<file path="config.mk">
export PLATFORM = sky130hd
export DESIGN_NAME = sum8_packet_framer_core
export DESIGN_NICKNAME = d
export VERILOG_FILES = /design/src/hw/rtl/s8pf_pkg.sv /design/src/hw/rtl/sum8_packet_framer_core.sv /design/src/hw/rtl/s8pf_payload_mem.sv /design/src/hw/rtl/s8pf_ctrl.sv
export SDC_FILE = /design/constraint.sdc
export NUM_CORES = 1
export LEC_CHECK = 0
export ABC_AREA = 1
export BUFFER_PORTS_ARGS = -buffer_cell sky130_fd_sc_hd__buf_2
export CAP_MARGIN = 20
export CORE_MARGIN = 5
export CORE_UTILIZATION = 45
export DETAILED_ROUTE_END_ITERATION = 7
export PLACE_DENSITY_LB_ADDON = 0.15
export SLEW_MARGIN = 10
export SYNTH_ARGS = -nofsm -noshare
export SYNTH_HDL_FRONTEND = slang
export SYNTH_SLANG_ARGS = --single-unit
</file>
<file path="constraint.sdc">
create_clock -name clk -period 4.1 [get_ports clk]
set_input_delay 0.41 -clock clk [delete_from_list [all_inputs] [get_ports clk]]
set_output_delay 0.41 -clock clk [all_outputs]
set_load 0.05 [all_outputs]
</file>
<file path="src/hw/rtl/s8pf_pkg.sv">
package s8pf_pkg;

    localparam int unsigned BYTE_W    = 8;
    localparam int unsigned CFG_IDX_W = 8;

    localparam logic [CFG_IDX_W-1:0] REG_HEADER_FIRST  = 8'd0;
    localparam logic [CFG_IDX_W-1:0] REG_HEADER_SECOND = 8'd1;

    localparam logic [BYTE_W-1:0] HEADER_RESET = 8'd170;

    typedef enum logic [2:0] {
        ST_COLLECT,
        ST_HDR1,
        ST_HDR2,
        ST_ID,
        ST_LEN,
        ST_PAYLOAD,
        ST_SUM
    } state_t;

endpackage

</file>
<file path="src/hw/rtl/sum8_packet_framer_core.sv">
// additive checksum packet framer
// input stream: one payload byte per transfer, s_tdata = {payload_byte, msg_id},
// s_tlast marks the last byte of a message. msg_id is taken from the first byte.
// bytes are kept in a single-port-write, registered-read payload memory while
// a running 8-bit sum of the payload is kept alongside.
// after the transfer with s_tlast, the frame comes out on the m_ side:
// header_first, header_second, id, length, payload bytes, checksum (m_tlast).
// m_tuser is the overflow flag, high on every byte of a frame that lost bytes
// beyond MAX_PAYLOAD; the length then saturates at MAX_PAYLOAD.
// the first frame byte is registered once the state has reached ST_HDR1, unless
// the previous checksum byte still waits in the output register. input takes
// one byte per cycle while collecting; a frame of n payload bytes goes out as
// n + 5 bytes, one byte a cycle from the output register while the receiver
// does not stall, with the memory read issued one byte ahead.
// s_tready is low from the last input transfer until the checksum byte is loaded.
// when the receiver stalls, the output register holds its byte and the
// sequencer waits; nothing is dropped.
// config writes (index 0: header_first, index 1: header_second) are always
// accepted; other indexes are ignored. reset restores both headers to 170,
// clears the byte count, id and overflow flag; the memory is not cleared.
module sum8_packet_framer_core #(
    parameter int unsigned MAX_PAYLOAD = 32
) (
    input  logic        clk,
    input  logic        rst_n,
    input  logic        cfg_valid,
    output logic        cfg_ready,
    input  logic [7:0]  cfg_index,
    input  logic [7:0]  cfg_data,
    input  logic        s_tvalid,
    output logic        s_tready,
    input  logic [15:0] s_tdata,  // [7:0] msg_id, [15:8] payload_byte
    input  logic        s_tlast,
    output logic        m_tvalid,
    input  logic        m_tready,
    output logic [7:0]  m_tdata,  // [7:0] frame_byte
    output logic        m_tlast,
    output logic        m_tuser   // [0] overflow
);
    import s8pf_pkg::*;

    localparam int unsigned AW = (MAX_PAYLOAD > 1) ? $clog2(MAX_PAYLOAD) : 1;
    localparam int unsigned CW = $clog2(MAX_PAYLOAD + 1);

    logic [BYTE_W-1:0] header_first_reg;
    logic [BYTE_W-1:0] header_second_reg;

    logic              wr_en;
    logic [AW-1:0]     wr_addr;
    logic [BYTE_W-1:0] wr_data;
    logic [AW-1:0]     rd_addr;
    logic [BYTE_W-1:0] rd_data;

    assign cfg_ready = 1'b1;

    always_ff @(posedge clk or negedge rst_n)
    begin
        if (!rst_n)
        begin
            header_first_reg  <= HEADER_RESET;
            header_second_reg <= HEADER_RESET;
        end
        else if (cfg_valid && cfg_ready)
        begin
            if (cfg_index == REG_HEADER_FIRST)
            begin
                header_first_reg <= cfg_data;
            end
            if (cfg_index == REG_HEADER_SECOND)
            begin
                header_second_reg <= cfg_data;
            end
        end
    end

    s8pf_ctrl #(
        .MAX_PAYLOAD (MAX_PAYLOAD),
        .AW          (AW),
        .CW          (CW)
    ) u_ctrl (
        .clk           (clk),
        .rst_n         (rst_n),
        .header_first  (header_first_reg),
        .header_second (header_second_reg),
        .in_valid      (s_tvalid),
        .in_ready      (s_tready),
        .msg_id        (s_tdata[7:0]),
        .payload_byte  (s_tdata[15:8]),
        .is_last       (s_tlast),
        .out_valid     (m_tvalid),
        .out_ready     (m_tready),
        .frame_byte    (m_tdata),
        .frame_end     (m_tlast),
        .overflow      (m_tuser),
        .wr_en         (wr_en),
        .wr_addr       (wr_addr),
        .wr_data       (wr_data),
        .rd_addr       (rd_addr),
        .rd_data       (rd_data)
    );

    s8pf_payload_mem #(
        .DEPTH (MAX_PAYLOAD),
        .AW    (AW)
    ) u_mem (
        .clk     (clk),
        .wr_en   (wr_en),
        .wr_addr (wr_addr),
        .wr_data (wr_data),
        .rd_addr (rd_addr),
        .rd_data (rd_data)
    );

endmodule

</file>
<file path="src/hw/rtl/s8pf_payload_mem.sv">
module s8pf_payload_mem #(
    parameter int unsigned DEPTH = 32,
    parameter int unsigned AW    = 5
) (
    input  logic                      clk,
    input  logic                      wr_en,
    input  logic [AW-1:0]             wr_addr,
    input  logic [s8pf_pkg::BYTE_W-1:0] wr_data,
    input  logic [AW-1:0]             rd_addr,
    output logic [s8pf_pkg::BYTE_W-1:0] rd_data
);
    import s8pf_pkg::*;

    logic [BYTE_W-1:0] mem [DEPTH];
    logic [BYTE_W-1:0] rd_data_reg;

    always_ff @(posedge clk)
    begin
        if (wr_en)
        begin
            mem[wr_addr] <= wr_data;
        end
    end

    // a write and a read of the same entry in one cycle return the new byte
    always_ff @(posedge clk)
    begin
        if (wr_en && (wr_addr == rd_addr))
        begin
            rd_data_reg <= wr_data;
        end
        else
        begin
            rd_data_reg <= mem[rd_addr];
        end
    end

    assign rd_data = rd_data_reg;

endmodule

</file>
<file path="src/hw/rtl/s8pf_ctrl.sv">
module s8pf_ctrl #(
    parameter int unsigned MAX_PAYLOAD = 32,
    parameter int unsigned AW          = 5,
    parameter int unsigned CW          = 6
) (
    input  logic                        clk,
    input  logic                        rst_n,
    input  logic [s8pf_pkg::BYTE_W-1:0] header_first,
    input  logic [s8pf_pkg::BYTE_W-1:0] header_second,
    input  logic                        in_valid,
    output logic                        in_ready,
    input  logic [s8pf_pkg::BYTE_W-1:0] msg_id,
    input  logic [s8pf_pkg::BYTE_W-1:0] payload_byte,
    input  logic                        is_last,
    output logic                        out_valid,
    input  logic                        out_ready,
    output logic [s8pf_pkg::BYTE_W-1:0] frame_byte,
    output logic                        frame_end,
    output logic                        overflow,
    output logic                        wr_en,
    output logic [AW-1:0]               wr_addr,
    output logic [s8pf_pkg::BYTE_W-1:0] wr_data,
    output logic [AW-1:0]               rd_addr,
    input  logic [s8pf_pkg::BYTE_W-1:0] rd_data
);
    import s8pf_pkg::*;

    localparam logic [CW-1:0] MAX_COUNT = CW'(MAX_PAYLOAD);

    state_t            state_reg, state_next;
    logic [CW-1:0]     count_reg, count_next;
    logic [CW-1:0]     rd_ptr_reg, rd_ptr_next;
    logic [BYTE_W-1:0] id_reg, id_next;
    logic [BYTE_W-1:0] sum_reg, sum_next;
    logic              dropped_reg, dropped_next;
    logic              out_valid_reg, out_valid_next;
    logic [BYTE_W-1:0] out_byte_reg, out_byte_next;
    logic              out_end_reg, out_end_next;
    logic              out_ovf_reg, out_ovf_next;

    logic              in_xfer;
    logic              load;
    logic [BYTE_W-1:0] checksum;
    logic [BYTE_W-1:0] length_byte;

    assign in_ready    = (state_reg == ST_COLLECT);
    assign in_xfer     = in_valid && in_ready;
    assign load        = (state_reg != ST_COLLECT) && (!out_valid_reg || out_ready);
    assign length_byte = BYTE_W'(count_reg);
    assign checksum    = header_first + header_second + id_reg + length_byte + sum_reg;

    assign wr_en   = in_xfer && (count_reg < MAX_COUNT);
    assign wr_addr = count_reg[AW-1:0];
    assign wr_data = payload_byte;
    assign rd_addr = rd_ptr_next[AW-1:0];

    always_comb
    begin
        state_next     = state_reg;
        count_next     = count_reg;
        rd_ptr_next    = rd_ptr_reg;
        id_next        = id_reg;
        sum_next       = sum_reg;
        dropped_next   = dropped_reg;
        out_valid_next = out_valid_reg;
        out_byte_next  = out_byte_reg;
        out_end_next   = out_end_reg;
        out_ovf_next   = out_ovf_reg;

        if (out_valid_reg && out_ready)
        begin
            out_valid_next = 1'b0;
        end
        if (load)
        begin
            out_valid_next = 1'b1;
            out_end_next   = 1'b0;
            out_ovf_next   = dropped_reg;
        end

        unique case (state_reg)
            ST_COLLECT:
            begin
                rd_ptr_next = '0;
                if (in_xfer)
                begin
                    if (count_reg == '0)
                    begin
                        id_next = msg_id;
                    end
                    if (count_reg < MAX_COUNT)
                    begin
                        count_next = count_reg + 1'b1;
                        sum_next   = ((count_reg == '0) ? '0 : sum_reg) + payload_byte;
                    end
                    else
                    begin
                        dropped_next = 1'b1;
                    end
                    if (is_last)
                    begin
                        state_next = ST_HDR1;
                    end
                end
            end
            ST_HDR1:
            begin
                out_byte_next = header_first;
                if (load)
                begin
                    state_next = ST_HDR2;
                end
            end
            ST_HDR2:
            begin
                out_byte_next = header_second;
                if (load)
                begin
                    state_next = ST_ID;
                end
            end
            ST_ID:
            begin
                out_byte_next = id_reg;
                if (load)
                begin
                    state_next = ST_LEN;
                end
            end
            ST_LEN:
            begin
                out_byte_next = length_byte;
                if (load)
                begin
                    state_next = ST_PAYLOAD;
                end
            end
            ST_PAYLOAD:
            begin
                out_byte_next = rd_data;
                if (load)
                begin
                    if (rd_ptr_reg == CW'(count_reg - 1'b1))
                    begin
                        rd_ptr_next = '0;
                        state_next  = ST_SUM;
                    end
                    else
                    begin
                        rd_ptr_next = rd_ptr_reg + 1'b1;
                    end
                end
            end
            ST_SUM:
            begin
                out_byte_next = checksum;
                if (load)
                begin
                    out_end_next = 1'b1;
                    count_next   = '0;
                    dropped_next = 1'b0;
                    state_next   = ST_COLLECT;
                end
            end
            default:
            begin
                state_next = ST_COLLECT;
            end
        endcase

        if (!load)
        begin
            out_byte_next = out_byte_reg;
        end
    end

    always_ff @(posedge clk or negedge rst_n)
    begin
        if (!rst_n)
        begin
            state_reg     <= ST_COLLECT;
            count_reg     <= '0;
            rd_ptr_reg    <= '0;
            id_reg        <= '0;
            dropped_reg   <= 1'b0;
            out_valid_reg <= 1'b0;
        end
        else
        begin
            state_reg     <= state_next;
            count_reg     <= count_next;
            rd_ptr_reg    <= rd_ptr_next;
            id_reg        <= id_next;
            dropped_reg   <= dropped_next;
            out_valid_reg <= out_valid_next;
        end
    end

    always_ff @(posedge clk)
    begin
        sum_reg      <= sum_next;
        out_byte_reg <= out_byte_next;
        out_end_reg  <= out_end_next;
        out_ovf_reg  <= out_ovf_next;
    end

    assign out_valid  = out_valid_reg;
    assign frame_byte = out_byte_reg;
    assign frame_end  = out_end_reg;
    assign overflow   = out_ovf_reg;

endmodule

</file>
==> flow_summary.json <==
{
  "antenna_found_initial": 0,
  "grt_max_degree": 129,
  "finClkSkew_ns": 0.0125,
  "coreArea_sq_um": 32400,
  "numCtsBuffers": 36,
  "port_buffers": 49,
  "clockBufferDepth": 3,
  "slew_headroom_pct": 31.8,
  "synth_ff_type": "edfxtp_1",
  "fin_cells": 1910,
  "clk_pin_slew_worst_paths_ns": 0.06,
  "start_util_pct": 45.4,
  "outcome": "finished clean",
  "drive_gt1_share_pct": 10.6,
  "cts_tree": "done",
  "syn_area_sq_um": 14700,
  "p_per_area_nw_per_um2": 658,
  "dieWidth_um": 191,
  "power.total_w": 0.0108,
  "cts_root_buf": "clkbuf_16",
  "synth_top_area_share_pct": 56.0,
  "place_area_sq_um": 15400,
  "totalNegativeSetupSlack_ns": 0,
  "timing.final.crit_share_pct": 91.3,
  "wl_per_cell_um": 18.9,
  "largest_register_ff_count": 256,
  "synth_area_per_cell_sq_um": 10.5,
  "n_antenna_cell": 0,
  "synthCells": 1395,
  "r2r_end": "u_ctrl.frame_byte[7]",
  "dp_hpwl_um": 23400,
  "busiest_layer": "met2",
  "seq_area_sq_um": 9370,
  "finalSetupViolCount": 0,
  "tightest_slew_ns": 1.02,
  "drc": 0,
  "grt.overflow.total": 0,
  "core.rowCount": 66,
  "rsz0062_at_grt": "no",
  "hp-class": "primary input to asynchronous set/reset pin",
  "synth_most_common_cell": "nand2_1",
  "end_kind": "flop",
  "crit_end": "u_ctrl.frame_byte[7]",
  "crit_path_max_fanout": 3,
  "min_period_ns": 3.74,
  "synth_nets": 1475,
  "areaGrowthSynthToFinish_pct": 11.9,
  "post_cts_buffers": 0,
  "dieArea_sq_um": 36400,
  "multi_input_area_sq_um": 4610,
  "cts.repair.resized": 0,
  "wirelength_um": 36200,
  "ys_types": 43,
  "reg2reg_depth": 15,
  "ys.warnings.count": 0,
  "met2_usage_pct": 32.2,
  "cts-htree-levels": 2,
  "final_nets": 1523,
  "reg2reg_setup_slack_ns": 0.36,
  "vias": 9980,
  "rr_startpoint": "header_first_reg[1]",
  "grt_pass1_wl_um": 56800,
  "maxCapViolations": 0,
  "viasPerCell": 5.23,
  "synthTopCellsByCount": "425 x nand2_1, 274 x edfxtp_1, 233 x nand3_1",
  "top_register": "u_mem.mem",
  "drv_slew": 0,
  "gp_congestion": 0.894,
  "max_freq_mhz": 267,
  "startpoint_type": "flop",
  "synth_edf_count": 274,
  "leakagePower_nw": 6.48,
  "first_global_vias": 9774,
  "ys_seq_area_share_pct": 63.7,
  "insertion_delay_ns": 0.52,
  "grtUsageTotal_pct": 20.1,
  "fillers": 3004,
  "grtUsageMet3_pct": 3.04,
  "required_ns": 4.37,
  "dp_cells": 1846,
  "ant_nets": 0,
  "cp-startpoint": "header_first_reg[1]",
  "num_io_pins": 51,
  "async_flop_share_pct": 12.8,
  "crit_type": "flop to flop",
  "cts.sinks": 320,
  "die_h_um": 191,
  "yosys-top-cells-area": "edfxtp_1 56%, nand2_1 11%, nand3_1 7.9%",
  "cts_hold_buf": 0,
  "first_pass_iters": 5,
  "ys_ff_latch": 320,
  "ir_drop_uv": 512,
  "dr.first_iter.drc_count": 661,
  "synth.largest_area_cell": "edfxtp_1",
  "arrival_ns": 4.01,
  "hold_violations": 0,
  "design_area_sq_um": 16500,
  "met1_usage_pct": 28.8
}
## worst min-delay path by stage
stage,from,end,slack (ns)
after floorplan,rst_n,header_first_reg[0],0.11
after global placement,u_ctrl.dropped_reg,u_ctrl.overflow,0.45
after detailed placement,u_ctrl.dropped_reg,u_ctrl.overflow,0.42
after CTS,s_tdata[3],u_ctrl.id_reg[3],0.09
after global routing,s_tdata[7],u_ctrl.id_reg[7],0.11
final,rst_n,u_ctrl.id_reg[6],0.07
## per-stage QoR
step | hold WS [ns] | setup WS (ns) | utilization, %
CTS | 0.0884 | 0.384 | 50.8
finish | 0.0741 | 0.357 | 50.8
global route | 0.111 | 0.183 | 50.8
global placement | 0.450 | 0.429 | 47.6
detailed placement | 0.424 | 0.394 | 47.6
floorplan | 0.114 | 0.609 | -
## layer usage
metal / routed length (um) / vias to the layer above / part of all wire, %
met3: 1960 / 61 / 5.4
met5: 0 / - / 0
met2: 16900 / 281 / 47
met1: 16300 / 4815 / 45
li1: - / 4823 / -
met4: 969 / 0 / 2.7
## placed cells by master (no fill, tap or decap), types with 3 or more instances in the layout
cell type	n
a22oi_1	6
nand3_1	233
edfxtp_1	274
nand2_1	425
ha_1	22
buf_2	49
nor2_4	4
inv_1	103
fa_1	20
nor3_1	7
o22ai_1	7
dfstp_2	8
xnor2_1	12
nor2_1	61
nand4_1	6
clkinv_1	9
xor2_1	12
a21oi_1	22
dfrtp_1	33
o21ai_0	37
inv_2	6
dfxtp_1	3
clkbuf_16	37
nand2_2	5
clkbuf_1	12
buf_4	21
clkinv_2	4
or2_2	3
## layout make-up
cell class / count / area share, %
multi-input cells: 901 / 28.0
flip-flops and latches: 320 / 57.0
well taps: 442 / 3.36
repair buffers: 72 / 2.69
inverters: 112 / 2.57
clock inverters: 13 / 0.388
clock buffers: 50 / 5.99
## critical path, cell delays in order (launching register included)
cell,delay (ns)
dfstp_2,0.53
inv_1,0.06
fa_1,0.56
fa_1,0.43
fa_1,0.49
inv_1,0.04
ha_1,0.22
fa_1,0.46
inv_1,0.10
nor3_1,0.06
nor2_1,0.18
nand3_1,0.10
nand3_1,0.09
nand3_1,0.08
nand2_1,0.06
inv_1,0.04
## kinds of logic (layout without fill, tap and decap cells)
group                    count (synthesis)  in the layout  synth area share, %
XOR/XNOR                                25             25                 1.58
flip-flops                             320            320                 63.7
other                                    1              1               0.0255
buffers and inverters                  174            247                 4.89
AND/OR/NAND/NOR                        757            757                 22.3
AO/OA/AOI/OAI                           76             76                 2.89
adder cells (fa/ha/maj)                 42             42                 4.60
## power breakdown
part           total, W  leakage, nW  switching [W]  internal, W
Combinational   0.00391         2.95        0.00267      0.00124
Clock           0.00290        0.513        0.00123      0.00168
Sequential      0.00402         3.02       0.000182      0.00384
Total            0.0108         6.48        0.00408      0.00676
Note: power is estimated with default switching activity, not from simulation.
